`src/rtl/psc_pkg.sv`:
```
// Shared types, constants and helpers for the sensor compensation pipeline.
// No dependencies; used by every module of the block but psc_delay.
package psc_pkg;

    // Widths of the stream fields
    localparam int RawPW        = 20;
    localparam int RawTW        = 20;
    localparam int RawHW        = 16;
    localparam int HumW         = 17;
    localparam int InTdataW     = 56;
    localparam int OutTdataW    = 120;
    localparam int CalibW       = 64;
    localparam int CfgIdxW      = 2;

    // Pipeline depths
    localparam int TfLat        = 4;
    localparam int TempLat      = 5;
    localparam int DivStages    = 32;
    localparam int PressLat     = 43;
    localparam int HumLat       = 10;
    localparam int TotalLat     = TfLat + PressLat;

    // Formula constants
    localparam logic [31:0] K_P_OFFSET   = 32'd64000;
    localparam logic [31:0] K_P_FULL     = 32'd1048576;
    localparam logic [31:0] K_P_SCALE    = 32'd3125;
    localparam logic [31:0] K_H_OFFSET   = 32'd76800;
    localparam logic [31:0] K_H_MAX      = 32'h1900_0000;
    localparam logic [31:0] K_H_BIAS     = 32'd2097152;
    localparam logic [31:0] K_32768      = 32'd32768;
    localparam logic [31:0] K_16384      = 32'd16384;
    localparam logic [31:0] K_8192       = 32'd8192;

    // Configuration register indexes
    typedef enum logic [CfgIdxW-1:0] {
        CFG_TEMP       = 2'd0,
        CFG_PRESS_LOW  = 2'd1,
        CFG_PRESS_HIGH = 2'd2,
        CFG_HUMID      = 2'd3
    } cfg_idx_t;

    // Calibration words, all extended to 32 bits
    typedef struct packed {
        logic [31:0] t1, t2, t3;
        logic [31:0] p1, p2, p3, p4, p5, p6, p7, p8, p9;
        logic [31:0] h1, h2, h3, h4, h5, h6;
    } calib_t;

    // Arithmetic shift right of a 32-bit word
    function automatic logic [31:0] asr32(input logic [31:0] x, input int unsigned n);
        return 32'($signed(x) >>> n);
    endfunction

    function automatic logic [31:0] sx16(input logic [15:0] v);
        return {{16{v[15]}}, v};
    endfunction

    // Unpack the four calibration registers
    function automatic calib_t calib_decode(input logic [CalibW-1:0] ct,
                                            input logic [CalibW-1:0] cpl,
                                            input logic [CalibW-1:0] cph,
                                            input logic [CalibW-1:0] ch);
        calib_t c;
        c.t1 = {16'd0, ct[15:0]};
        c.t2 = sx16(ct[31:16]);
        c.t3 = sx16(ct[47:32]);
        c.p9 = sx16(ct[63:48]);
        c.p1 = {16'd0, cpl[15:0]};
        c.p2 = sx16(cpl[31:16]);
        c.p3 = sx16(cpl[47:32]);
        c.p4 = sx16(cpl[63:48]);
        c.p5 = sx16(cph[15:0]);
        c.p6 = sx16(cph[31:16]);
        c.p7 = sx16(cph[47:32]);
        c.p8 = sx16(cph[63:48]);
        c.h1 = {24'd0, ch[7:0]};
        c.h2 = sx16(ch[23:8]);
        c.h3 = {24'd0, ch[31:24]};
        c.h4 = {{20{ch[43]}}, ch[43:32]};
        c.h5 = {{20{ch[55]}}, ch[55:44]};
        c.h6 = {{24{ch[63]}}, ch[63:56]};
        return c;
    endfunction

endpackage

```
`src/rtl/psc_temp.sv`:
```
// Temperature stages: fine temperature after four stages, temperature after five.
// Depends on psc_pkg; carries the raw pressure and humidity alongside.
module psc_temp
    import psc_pkg::*;
(
    input  logic             clk,
    input  logic             en,
    input  calib_t           calib,
    input  logic [RawPW-1:0] raw_p,
    input  logic [RawTW-1:0] raw_t,
    input  logic [RawHW-1:0] raw_h,
    output logic [31:0]      tf,
    output logic [31:0]      temp,
    output logic [RawPW-1:0] raw_p_out,
    output logic [RawHW-1:0] raw_h_out
);

    logic [31:0]      a_reg, b_reg, m1_reg, m2_reg, v1_reg, m3_reg, tf_reg, temp_reg;
    logic [RawPW-1:0] rp_reg [4];
    logic [RawHW-1:0] rh_reg [4];
    logic [31:0]      adc_t;
    logic [31:0]      tf5;

    assign adc_t = {12'd0, raw_t};
    assign tf5   = (tf_reg << 2) + tf_reg + 32'd128;

    // Stage 1: offsets, stage 2: products, stage 3: cubic term, stage 4: sum, stage 5: temperature
    always_ff @(posedge clk)
    begin
        if (en)
        begin
            a_reg    <= (adc_t >> 3) - (calib.t1 << 1);
            b_reg    <= (adc_t >> 4) - calib.t1;
            m1_reg   <= a_reg * calib.t2;
            m2_reg   <= b_reg * b_reg;
            v1_reg   <= asr32(m1_reg, 11);
            m3_reg   <= asr32(m2_reg, 12) * calib.t3;
            tf_reg   <= v1_reg + asr32(m3_reg, 14);
            temp_reg <= asr32(tf5, 8);
            rp_reg[0] <= raw_p;
            rh_reg[0] <= raw_h;
            for (int i = 1; i < 4; i++)
            begin
                rp_reg[i] <= rp_reg[i-1];
                rh_reg[i] <= rh_reg[i-1];
            end
        end
    end

    assign tf        = tf_reg;
    assign temp      = temp_reg;
    assign raw_p_out = rp_reg[3];
    assign raw_h_out = rh_reg[3];

endmodule

```
`config.mk`:
```
export PLATFORM = sky130hd
export DESIGN_NAME = psc_temp
export DESIGN_NICKNAME = d
export VERILOG_FILES = /design/src/rtl/psc_pkg.sv /design/src/rtl/psc_temp.sv
export SDC_FILE = /design/constraint.sdc
export NUM_CORES = 2
export LEC_CHECK = 0
export ABC_AREA = 1
export BUFFER_PORTS_ARGS = -buffer_cell sky130_fd_sc_hd__buf_2
export CORE_ASPECT_RATIO = 1.4
export CORE_UTILIZATION = 55
export CTS_BUF_LIST = sky130_fd_sc_hd__clkbuf_4
export DETAILED_ROUTE_END_ITERATION = 12
export PLACE_DENSITY = 0.78
export SETUP_SLACK_MARGIN = 0.1
export SLEW_MARGIN = 30
export SYNTH_ARGS = -nofsm -noshare
export SYNTH_HDL_FRONTEND = slang
export SYNTH_SLANG_ARGS = --single-unit
```
`constraint.sdc`:
```
create_clock -name clk -period 6.9 [get_ports clk]
set_clock_uncertainty 0.15 [all_clocks]
set_input_delay 0.345 -clock clk [delete_from_list [all_inputs] [get_ports clk]]
set_output_delay 0.345 -clock clk [all_outputs]
set_load 0.02 [all_outputs]
```
==> summary.md <==
| Metric | Value |
|---|---|
| Status | `finished, violations left` |
| Failing checks | `setup timing` |
| Minimum clock period | `6980 ps` |
| Fin nets | `9543` |
| DRT iter0 DRCs | `3461` |
| Routed vias | `46600` |
| Synth area leader | `fa_1` |
| Htree depth | `3` |
| Startpoint Class | `register` |
| Num CTS Buffers | `74` |
| Clock Sinks | `303` |
| Hold Crit Start | `raw_p[14]` |
| Mapped Nets | `8976` |
| Ys async rst share | `0%` |
| Final setup fails | `2` |
| TNS Setup | `-151 ps` |
| Top FF cell, synth | `edfxtp_1` |
| Vias/cell | `5.31` |
| Yosys top cell area share | `39.2%` |
| Drt total wl | `163000 um` |
| Avg Synthesized Cell Area | `8.48 um2` |
| R2R cell count | `25` |
| Share of cells above drive strength 1 | `14.4%` |
| Fillcell total | `7928` |
| Initial antenna violation count | `16` |
| CTS clk-pin slew, worst paths | `80 ps` |
| Reg2reg start | `a_reg[13]` |
| First-pass GRT wire length | `250000 um` |
| Die Ht | `385 um` |
| Sequential standard cell area | `9100 um2` |
| Worst hold slack | `54.6 ps` |
| Std cell rows | `140` |
| Area of the core | `104000 um2` |
| Setup crit end kind | `register` |
| I/O Pins | `734` |
| Post-detail-place hpwl | `121000 um` |
| Dominant cells by area after synthesis | `fa_1 39%, edfxtp_1 16%, inv_1 14%` |
| Worst-Skew Late Latency | `940 ps` |
| Fin util | `64.6%` |
| Post-synth top cells | `2115 x inv_1, 1705 x nand2_1, 1127 x fa_1` |
| Max-Slew Margin vs Limit | `41.4%` |
| PortBufs | `250` |
| Post-synth EDFFs | `303` |
| Min-delay worst type | `primary input to register` |
| Total congestion overflow | `0` |
| Least-Margin Pin Slew | `879 ps` |
| Footprint of the multi-input gates | `40800 um2` |
| Max-cap violations | `0` |
| WHS Endpoint | `rp_reg[0][14]` |
| Seq cells post-synth | `303` |
| Top fanout value on the critical path | `16` |
| Synth-to-Final Area Change | `16.5%` |
| CTS tree | `yes` |
| Max reg flops | `80` |
| Mapped Area | `57600 um2` |
| FF-to-FF End | `m2_reg[26]` |
| Remaining antenna violation count | `0` |
| Highest Clock Rate | `143 MHz` |
| Final Cycle Share | `101%` |
| Yosys warning count | `0` |
| All-Layer GR Usage | `30.7%` |
| Vias in the first global route | `50500` |
| Clock Path Buffers | `3` |
| Top-count cell post-synth | `inv_1` |
| Pin count of the biggest net entering global routing | `118` |
| Place WS | `-43.7 ps` |
| Final worst setup slack | `-77.6 ps` |
| Root buffer cell | `clkbuf_4` |
| Die X | `275 um` |
| Register area share after synthesis | `15.8%` |
| Crit Path Category | `register to register` |
| CP Data Arrival Time | `7450 ps` |
| Starting density of the core | `55.4%` |
| Full die area | `106000 um2` |
| Hold Vio Cnt, Final | `0` |
| WP data required | `7380 ps` |
| Synth Instances | `6785` |
| Slew Limit Fails | `0` |
| Unique cell type count in the Yosys netlist | `50` |
| R2R Setup Slk | `-80 ps` |
| DR DRC count | `0` |
| Unrepaired setup endpoints after global routing | `yes` |
| Wire length per cell | `18.6 um` |
| Initial DRT Pass Iterations | `8` |
| GP Congestion | `0.945` |
| Hold path depth | `2` |
==> cells by family after synthesis <==
kind of cell             after synthesis  synth area share, %
XOR/XNOR                             179                 2.72
adder cells (fa/ha/maj)             1557                 48.5
AND/OR/NAND/NOR                     2032                 13.9
AO/OA/AOI/OAI                        313                 3.13
flip-flops                           303                 15.8
buffers and inverters               2401                 15.9
==> layout by cell type (no fill, tap or decap), types with 58 or more instances in the layout <==
cell type,instances
inv_1,2074
a21oi_1,114
edfxtp_1,303
xor2_1,112
ha_1,390
nor2_1,95
xnor2_1,58
buf_2,249
buf_4,290
nand2_1,1658
dlygate4sd3_1,133
fa_1,1087
nand3_1,110
clkbuf_4,103
==> layer usage <==
metal / up-vias / part of all wire [%] / global-route usage, % / routed length (um)
li1: 20600 / - / - / -
met1: 22700 / 32 / 31.7 / 52100
met2: 2410 / 50 / 54.2 / 82100
met3: 928 / 8.1 / 5.89 / 13300
met4: 10 / 9.6 / 23.9 / 15700
met5: - / 0.047 / 0 / 77
==> worst max-delay path, stage by stage, from the launching register on <==
cell and delay (ps):
edfxtp_1 460, buf_4 180, clkbuf_16 180, nand2_1 110
fa_1 420, fa_1 560, inv_1 70, fa_1 530
inv_1 70, fa_1 460, fa_1 500, fa_1 540
inv_1 50, fa_1 500, fa_1 470, ha_4 330
buf_4 130, nand2_2 80, nor2_4 130, inv_2 60
nor3_2 230, nand3_1 130, nand3_2 130, nand3_1 90
nand3_1 110, xor2_1 70
==> how the worst max path moves through the flow <==
stage	startpoint	to	cells past startpoint
3_3_place_gp	calib[490]	m3_reg[26]	22
6_report	a_reg[13]	m2_reg[26]	25
3_5_place_dp	a_reg[5]	m2_reg[31]	26
4_1_cts	a_reg[21]	m2_reg[31]	25
2_1_floorplan	a_reg[7]	m2_reg[31]	25
5_1_grt	a_reg[13]	m2_reg[26]	25
==> metrics by stage <==
stage / std cells / instance area (um2)
after floorplan: 6785 / 57600
after global placement: 8387 / 62000
after detailed placement: 8387 / 62000
after CTS: 8673 / 64900
after global routing: 8763 / 67100
final: 8766 / 67100
==> layout make-up <==
type / count / area share, %
Clock buffer: 103 / 1.15
Clock inverter: 26 / 0.375
Antenna cell: 12 / 0.0448
Tap cell: 1349 / 2.52
Inverter: 2125 / 11.9
Timing Repair Buffer: 767 / 9.68
Multi-Input combinational cell: 4081 / 60.8
Sequential cell: 303 / 13.6
==> timing repair <==
item | CTS | global route
setup buffers | 22 | 71
resized for setup | 59 | 331
endpoints found under the hold margin | 184 | 0
hold buffers | 133 | 0
pin swaps | 32 | 162
endpoints found under the setup margin | 16 | 40
gates cloned | 2 | 10
Power is not shown: default switching activity piles up to over one toggle a cycle in this logic, so the estimate is an artifact.
