--- src/rtl/psc_delay.sv ---
// Enable-gated delay line that aligns results of the parallel branches.
// Depends on nothing but its parameters.
module psc_delay #(
    parameter int WIDTH = 32,
    parameter int DEPTH = 2
) (
    input  logic             clk,
    input  logic             en,
    input  logic [WIDTH-1:0] din,
    output logic [WIDTH-1:0] dout
);

    logic [WIDTH-1:0] tap_reg [DEPTH];

    // Shift the line by one place on every advance
    always_ff @(posedge clk)
    begin
        if (en)
        begin
            tap_reg[0] <= din;
            for (int i = 1; i < DEPTH; i++)
            begin
                tap_reg[i] <= tap_reg[i-1];
            end
        end
    end

    assign dout = tap_reg[DEPTH-1];

endmodule

--- config.mk ---
export PLATFORM = sky130hd
export DESIGN_NAME = psc_delay
export DESIGN_NICKNAME = d
export VERILOG_FILES = /design/src/rtl/psc_delay.sv
export SDC_FILE = /design/constraint.sdc
export NUM_CORES = 1
export LEC_CHECK = 0
export BUFFER_PORTS_ARGS = -buffer_cell sky130_fd_sc_hd__buf_4
export CORE_ASPECT_RATIO = 1.75
export CORE_UTILIZATION = 53
export CTS_CLUSTER_DIAMETER = 120
export DETAILED_ROUTE_END_ITERATION = 16
export PLACE_DENSITY = 0.82
export SKIP_LAST_GASP = 1
export SYNTH_ARGS = -nofsm -noshare
export SYNTH_HDL_FRONTEND = slang
export SYNTH_SLANG_ARGS = --single-unit
--- constraint.sdc ---
create_clock -name clk -period 1.15 [get_ports clk]
set_input_delay 0.1725 -clock clk [delete_from_list [all_inputs] [get_ports clk]]
set_output_delay 0.1725 -clock clk [all_outputs]
set_load 0.01 [all_outputs]
==> run_results.csv, run 1 <==
group,metric,value,unit
status,status,"complete, no violations",
final_layout,multi_input_cells,0,
clock_network,cts-root-buf,"clkbuf_8",
pwr,p_leak,1.03,nW
pwr,ir_drop,0.00130,V
route,dr.pass1.iters,4,
yosys,synth_seq_area_share,88.9,%
yosys,synth_top_area_share,88.9,%
timing,rsz0062_at_grt,"no",
final_layout,antenna_cells,0,
pwr,clockPowerShare,31.9,%
floorplan,initial_utilization,55.4,%
final_layout,num-nets-final,176,
critical_path,crit_chain,"buf_4",
yosys,yosys.area.top_type,"edfxtp_1",
yosys,synth_adder_area_share,0,%
yosys,synthCells,96,
critical_path,cp_num_buf_inv,1,
clock_network,cts_tree,"built",
min_path,hold_path_class,"primary input to flip-flop",
final_layout,syn2layout_area_growth,22.9,%
final_layout,largest_reg_flops,64,
global_route,grt_antenna_before_repair,0,
yosys,ys_top_cells_by_area,"edfxtp_1 89%, buf_4 11%",
critical_path,critPathMaxStageDelay,0.37,ns
global_route,grt_remaining_overflow,0,
clock_network,clock_latency,0.31,ns
timing,fmax,0.984,GHz
floorplan,fp.dieH,86.5,µm
final_layout,final_cell_mix,"65 x buf_4, 64 x edfxtp_1, 9 x clkbuf_8",
global_route,grt_pass1_wl,3940,µm
yosys,synth.distinct_cells,2,
pwr,switching_share,18.6,%
critical_path,critPathLaunchType,"flip-flop",
timing,fin_setup_tns,0,ns
timing,worst_pin_slew,0.201,ns
global_route,grtUsageTotal,13.7,%
critical_path,end_kind,"output port",
yosys,netlist_area,2160,µm²
timing,hold_viol_final,0,
yosys,synthMuxAreaShare,0,%
pwr,p_switching,0.000845,W
pwr,power.density,1710,nW/µm²
timing,slew-limit-headroom,86.6,%
final_layout,multi_input_area,0,µm²
global_route,grt_pass1_vias,837,
placed_design,gp_congestion,0.597,
timing,setup_viol,0,
pwr,power,0.00455,W
critical_path,worstSetupPathType,"flip-flop to output port",
critical_path,path_delay_family,"flip-flops",
critical_path,crit_fanout,1,
clock_network,clkTransAtPathRegs,0.06,ns
critical_path,critical_path.slowest_cell,"edfxtp_1",
clock_network,holdBufCountCts,0,
clock_network,postCtsSetupBuffers,0,
timing,skew,0.00375,ns
critical_path,cp.arrival,0.84,ns
yosys,synth-xor-area-share,0,%
run,drv_cap,0,
timing,finalCriticalPeriod,1.02,ns
yosys,yosys.area_share.simple,0,%
yosys,ys_warn_count,0,
pwr,comb_power_share,6.4,%
clock_network,cts_buffer_depth,2,
clock_network,htree_levels,3,
route,viasPerCell,4.27,
floorplan,core_area,3900,µm²
route,vias,829,
floorplan,dieArea,4350,µm²
yosys,syn-num-nets,130,
clock_network,ctsResizeCount,0,
yosys,synth_top_family_by_area,"buffers and inverters",
global_route,grt_max_degree,41,
timing,fin_crit_sh,88.4,%
clock_network,cts.sinks,64,
route,wl,2610,µm
clock_network,cts_buffers,9,
route,drc,0,
route,drtIter0Drc,23,
timing,slew_viol_final,0,
floorplan,boundaryPins,66,
final_layout,layout_commonest_cell,"buf_4",
pwr,seq_power_share,61.8,%
floorplan,num_rows,30,
route,wl_per_cell,13.4,µm
final_layout,drive_gt1_share,52.7,%
yosys,synth_seq_cells,64,
route,drtAntennaViolNets,0,
critical_path,critPathRequiredTime,0.98,ns
yosys,avgSynthCellArea,22.5,µm²
placed_design,portBuffers,65,
pwr,power.internal,0.00371,W
yosys,synth_compound_area_share,0,%
floorplan,fp.dieW,50.3,µm
power by group through the flow:
stage          sequential, W  combinational, W  clock [W]
2_1_floorplan        0.00284          0.000141          0
3_3_place_gp         0.00285          0.000286          0
3_5_place_dp         0.00286          0.000296          0
4_1_cts              0.00281          0.000296    0.00149
5_1_grt              0.00283          0.000309    0.00160
6_report             0.00281          0.000290    0.00145
through the flow:
| stage | util [%] | setup slack, ns | hold WS [ns] | cell area (µm²) | cells |
|---|---|---|---|---|---|
| detailed placement | 64.3 | 0.315 | 0.352 | 2510 | 179 |
| global route | 68.1 | 0.0890 | 0.0103 | 2660 | 194 |
| finish | 68.1 | 0.133 | 0.0316 | 2660 | 194 |
| global placement | 64.3 | 0.325 | 0.351 | 2510 | 179 |
| floorplan | - | 0.502 | 0.271 | 2160 | 96 |
| CTS | 68.1 | 0.112 | 0.0157 | 2660 | 194 |
cell families (layout without fill, tap and decap cells):
group / count (synthesis) / after routing
buffers and inverters: 32 / 82
DFF: 64 / 64
final timing paths:
kind | startpoint | endpoint | slack (ns) | depth (start not counted)
worst max-delay path | tap_reg[0][40] | dout[8] | 0.13 | 1
worst min-delay path | din[15] | tap_reg[0][15] | 0.03 | 1
worst max register to register | tap_reg[0][13] | tap_reg[0][45] | 0.50 | 0
worst min register to register | tap_reg[0][0] | tap_reg[0][32] | 0.41 | 0
final cells by class:
class                 instances  area, µm²
Tap cell                     48       60.1
Clock inverter                1       5.00
Clock buffer                 14        143
Fill cell                   269       1250
Sequential cell              64       1920
Timing Repair Buffer         67        528
routing by layer:
layer	part of all wire [%]	vias to the layer above	GRT usage (%)
met5	0	-	0
met4	3.2	0	10.9
met1	38	370	15.9
met2	54	34	20.0
met3	5.3	7	5.44
li1	-	418	-
cell usage after synthesis:
cell type  number
buf_4          32
edfxtp_1       64
Power figures use the tool's default switching activity.
==> inputs of run 2 (changes only) <==
--- a/config.mk
+++ b/config.mk
@@ -7,10 +7,11 @@
 export LEC_CHECK = 0
 export BUFFER_PORTS_ARGS = -buffer_cell sky130_fd_sc_hd__buf_4
 export CORE_ASPECT_RATIO = 1.75
-export CORE_UTILIZATION = 53
+export CORE_UTILIZATION = 55
+export CTS_BUF_LIST = sky130_fd_sc_hd__clkbuf_8
 export CTS_CLUSTER_DIAMETER = 120
 export DETAILED_ROUTE_END_ITERATION = 16
-export PLACE_DENSITY = 0.82
+export PLACE_DENSITY_LB_ADDON = 0.25
 export SKIP_LAST_GASP = 1
 export SYNTH_ARGS = -nofsm -noshare
 export SYNTH_HDL_FRONTEND = slang
==> run 2 against run 1 <==
  * First-iteration DRC count fell by 17%
  * Cell count decreased by 0.52%
  * Highest routed layer unchanged
  * Flip-flop and latch count unchanged
==> run_results.csv, run 2 (synthesis gave the netlist of run 1 again) <==
group,metric,value,unit
floorplan,dieArea,4200,µm²
critical_path,crit_fanout,1,
critical_path,critPathRequiredTime,0.98,ns
final_layout,final_cell_mix,"67 x buf_4, 64 x edfxtp_1, 9 x clkbuf_8",
timing,slew-limit-headroom,89.7,%
timing,setup_viol,0,
timing,fmax,0.961,GHz
clock_network,cts-root-buf,"clkbuf_8",
final_layout,antenna_cells,0,
global_route,grtUsageTotal,14.5,%
final_layout,largest_reg_flops,64,
floorplan,fp.dieH,84.9,µm
placed_design,post-dp-hpwl,1890,µm
clock_network,cts.sinks,64,
timing,slew_viol_final,0,
route,vias,857,
route,wl,2630,µm
route,drtIter0Drc,19,
final_layout,multi_input_area,0,µm²
critical_path,path_delay_family,"flip-flops",
timing,rsz0062_at_grt,"no",
placed_design,portBuffers,65,
pwr,ir_drop,0.00129,V
pwr,p_switching,0.000855,W
clock_network,clock_latency,0.32,ns
critical_path,cp_num_buf_inv,1,
critical_path,cp.arrival,0.87,ns
floorplan,fp.dieW,49.4,µm
min_path,hold_path_class,"primary input to flip-flop",
clock_network,htree_levels,3,
clock_network,holdBufCountCts,0,
final_layout,layout_commonest_cell,"buf_4",
timing,finalHoldWorstSlack,0.0265,ns
status,status,"complete, no violations",
floorplan,num_rows,29,
floorplan,initial_utilization,58.4,%
global_route,grt_pass1_vias,893,
global_route,grt_antenna_before_repair,0,
critical_path,critPathMaxStageDelay,0.39,ns
final_layout,drive_gt1_share,53.7,%
route,drc,0,
critical_path,critical_path.slowest_cell,"edfxtp_1",
clock_network,ctsResizeCount,0,
placed_design,gp_congestion,0.702,
timing,worst_pin_slew,0.154,ns
critical_path,critPathLaunchType,"flip-flop",
route,drtAntennaViolNets,0,
pwr,comb_power_share,6.5,%
pwr,power,0.00452,W
critical_path,end_kind,"output port",
timing,skew,0.00515,ns
final_layout,syn2layout_area_growth,23.3,%
pwr,p_leak,1.05,nW
route,wl_per_cell,13.6,µm
run,drv_cap,0,
pwr,switching_share,18.9,%
critical_path,worstSetupPathType,"flip-flop to output port",
pwr,power.internal,0.00366,W
pwr,power.density,1690,nW/µm²
final_layout,num-nets-final,178,
timing,fin_crit_sh,90.5,%
critical_path,r2r_setup_slack,0.51,ns
route,viasPerCell,4.44,
clock_network,cts_buffer_depth,2,
critical_path,crit_chain,"buf_4",
timing,hold_viol_final,0,
floorplan,core_area,3700,µm²
clock_network,cts_buffers,9,
clock_network,postCtsSetupBuffers,0,
timing,fin_setup_tns,0,ns
route,dr.pass1.iters,4,
global_route,grt_pass1_wl,4050,µm
pwr,seq_power_share,62.3,%
global_route,grt_remaining_overflow,0,
pwr,clockPowerShare,31.2,%
timing,finalCriticalPeriod,1.04,ns
floorplan,boundaryPins,66,
clock_network,clkTransAtPathRegs,0.06,ns
final_layout,multi_input_cells,0,
clock_network,cts_tree,"built",
global_route,grt_max_degree,24,
## run 2: cell types whose count changed in the layout (fill, tap and decap cells not counted), sizes merged
| cell | before | now |
|---|---|---|
| buf | 67 | 69 |
| inv | 0 | 3 |
| clkbuf | 14 | 9 |
| clkinv | 1 | 2 |
## run 2: power groups by stage
stage                     combinational, W  clock, W  sequential, W
after floorplan                   0.000141         0        0.00284
after global placement            0.000292         0        0.00285
after detailed placement          0.000299         0        0.00286
after CTS                         0.000299   0.00146        0.00282
after global routing              0.000314   0.00155        0.00283
final                             0.000294   0.00141        0.00281
## run 2: layout make-up
cell class	count	area (µm²)
clock buffers	9	124
clock inverters	5	20.0
fillers	234	1030
flip-flops and latches	64	1920
well taps	46	57.6
repair buffers	69	543
## run 2: path summary, 6_finish.rpt
kind	startpoint	end	cells after the start
max	tap_reg[0][42]	dout[10]	1
min	din[12]	tap_reg[0][12]	1
max reg2reg	tap_reg[0][9]	tap_reg[0][41]	0
min reg2reg	tap_reg[0][10]	tap_reg[0][42]	0
## run 2: per-layer routing
metal | share of wire, % | GRT usage, % | wire [µm] | vias to the layer above
met5 | 0 | 0 | 0 | -
met4 | 2.4 | 9.35 | 62 | 0
met3 | 7.3 | 6.45 | 193 | 6
met2 | 52 | 22.7 | 1380 | 44
met1 | 38 | 15.8 | 995 | 389
li1 | - | - | - | 418
## run 2: through the flow
step	std cells	area (µm²)	setup WS [ns]	util (%)
6_report	193	2670	0.109	72.0
5_1_grt	193	2670	0.0729	72.0
4_1_cts	193	2670	0.0845	72.0
3_5_place_dp	179	2520	0.290	68.2
3_3_place_gp	179	2520	0.306	68.2
2_1_floorplan	96	2160	0.502	-
==> inputs of run 3 (changes only) <==
==> constraint.sdc (replaced) <==
create_clock -name clk -period 1.15 [get_ports clk]
set_input_delay 0.0575 -clock clk [delete_from_list [all_inputs] [get_ports clk]]
set_output_delay 0.0575 -clock clk [all_outputs]
set_load 0.01 [all_outputs]
==> run 3 against run 2 <==
  * Flip-flop and latch count unchanged
  * Worst setup slack better by 0.096 ns
  * Fmax up 10%
  * Clock power about the same
  * Total power up 2.6%
  * Sequential share of layout area down 7.3 points
  * Worst hold slack better by 0.024 ns
  * Wire length up 40%
  * Cell area up 11%
  * Cell count up 15%
  * Critical path type unchanged
  * Critical endpoint unchanged
  * Largest cell class unchanged
  * Highest routed layer unchanged
==> run_results.csv, run 3 (synthesis gave the netlist of run 1 again) <==
group,metric,value,unit
critical_path,cp_num_buf_inv,1,
pwr,clockPowerShare,30.7,%
critical_path,end_kind,"output port",
clock_network,cts_buffers,9,
critical_path,critPathMaxStageDelay,0.40,ns
route,viasPerCell,4.71,
timing,slew-limit-headroom,87.0,%
clock_network,cts_buffer_depth,2,
critical_path,critPathLaunchType,"flip-flop",
pwr,comb_power_share,8.4,%
route,vias,1045,
min_path,hold_path_class,"primary input to flip-flop",
timing,slew_viol_final,0,
clock_network,htree_levels,3,
placed_design,gp_congestion,0.684,
critical_path,cp.arrival,0.89,ns
floorplan,fp.dieW,49.4,µm
floorplan,fp.dieH,84.9,µm
clock_network,ctsResizeCount,0,
clock_network,cts-root-buf,"clkbuf_8",
final_layout,largest_reg_flops,64,
floorplan,core_area,3700,µm²
route,dr.pass1.iters,4,
final_layout,antenna_cells,0,
route,drc,0,
floorplan,num_rows,29,
route,wl,3690,µm
timing,finalCriticalPeriod,0.945,ns
final_layout,final_core_util,80.2,%
pwr,switching_share,19.7,%
timing,setup_viol,0,
route,drtIter0Drc,38,
critical_path,path_delay_family,"flip-flops",
final_layout,final_cell_mix,"65 x buf_4, 64 x edfxtp_1, 32 x dlygate4sd3_1",
pwr,power,0.00463,W
status,status,"complete, no violations",
run,drv_cap,0,
final_layout,num-nets-final,208,
global_route,grtUsageTotal,20.4,%
timing,hold_viol_final,0,
final_layout,multi_input_cells,0,
final_layout,layout_commonest_cell,"buf_4",
critical_path,worstSetupPathType,"flip-flop to output port",
clock_network,clkTransAtPathRegs,0.06,ns
global_route,grt_max_degree,39,
timing,rsz0062_at_grt,"no",
timing,fin_crit_sh,82.2,%
placed_design,portBuffers,65,
timing,skew,0.00635,ns
global_route,grt_antenna_before_repair,0,
floorplan,initial_utilization,58.4,%
pwr,power.density,1560,nW/µm²
pwr,p_switching,0.000911,W
floorplan,dieArea,4200,µm²
pwr,seq_power_share,60.9,%
floorplan,boundaryPins,66,
critical_path,critical_path.slowest_cell,"edfxtp_1",
final_layout,syn2layout_area_growth,37.2,%
critical_path,crit_fanout,1,
timing,finalHoldWorstSlack,0.0508,ns
clock_network,cts.sinks,64,
pwr,power.internal,0.00372,W
clock_network,clock_latency,0.33,ns
final_layout,multi_input_area,0,µm²
placed_design,post-dp-hpwl,1830,µm
route,drtAntennaViolNets,0,
final_layout,drive_gt1_share,43.2,%
pwr,ir_drop,0.00184,V
global_route,grt_pass1_vias,1118,
global_route,grt_pass1_wl,5620,µm
pwr,p_leak,1.16,nW
clock_network,cts_tree,"built",
timing,fin_setup_tns,0,ns
timing,fmax,1.06,GHz
critical_path,crit_chain,"buf_4",
critical_path,critPathRequiredTime,1.09,ns
timing,worst_pin_slew,0.195,ns
global_route,grt_remaining_overflow,0,
route,wl_per_cell,16.6,µm
==> run 3: cell types whose count changed in the layout (fill, tap and decap cells not counted) <==
cell           before  now
clkinv_2            1    0
clkinv_1            1    4
inv_1               3    0
dlygate4sd3_1       0   32
buf_4              67   65
==> run 3: final cells by class <==
type / instances / area (µm²)
clock inverters: 4 / 15.0
well taps: 46 / 57.6
fillers: 181 / 734
repair buffers: 99 / 848
clock buffers: 9 / 124
flip-flops and latches: 64 / 1920
==> run 3: routing by layer <==
metal	up-vias	global-route usage [%]	routed length, µm
met4	0	12.5	125
met1	504	19.5	1250
li1	480	-	-
met5	-	0	0
met3	9	8.42	251
met2	52	35.4	2060
==> run 3: final timing paths <==
path         slack (ns)           start  cells after the start              to
max                0.20  tap_reg[0][42]                      1        dout[10]
min                0.05              en                      1   tap_reg[0][1]
max reg2reg        0.48  tap_reg[0][26]                      0  tap_reg[0][58]
min reg2reg        0.42  tap_reg[0][20]                      0  tap_reg[0][52]
==> run 3: repair_timing <==
action	in CTS	in global routing
endpoints found under the setup margin	0	0
hold buffers	32	0
endpoints found under the hold margin	32	0
buffers inserted	0	0
==> run 3: power groups by stage <==
stage	clock, W	sequential, W	combinational (W)
floorplan	0	0.00284	0.000141
global placement	0	0.00285	0.000286
detailed placement	0	0.00286	0.000295
CTS	0.00145	0.00282	0.000382
global route	0.00155	0.00283	0.000412
finish	0.00142	0.00282	0.000390
==> run 3: per-stage QoR <==
| stage | instances | worst slack (ns) | instance area, µm² |
|---|---|---|---|
| after floorplan | 96 | 0.561 | 2160 |
| after CTS | 222 | 0.194 | 2970 |
| after global placement | 177 | 0.369 | 2510 |
| after detailed placement | 177 | 0.351 | 2510 |
| after global routing | 222 | 0.168 | 2970 |
| final | 222 | 0.205 | 2970 |
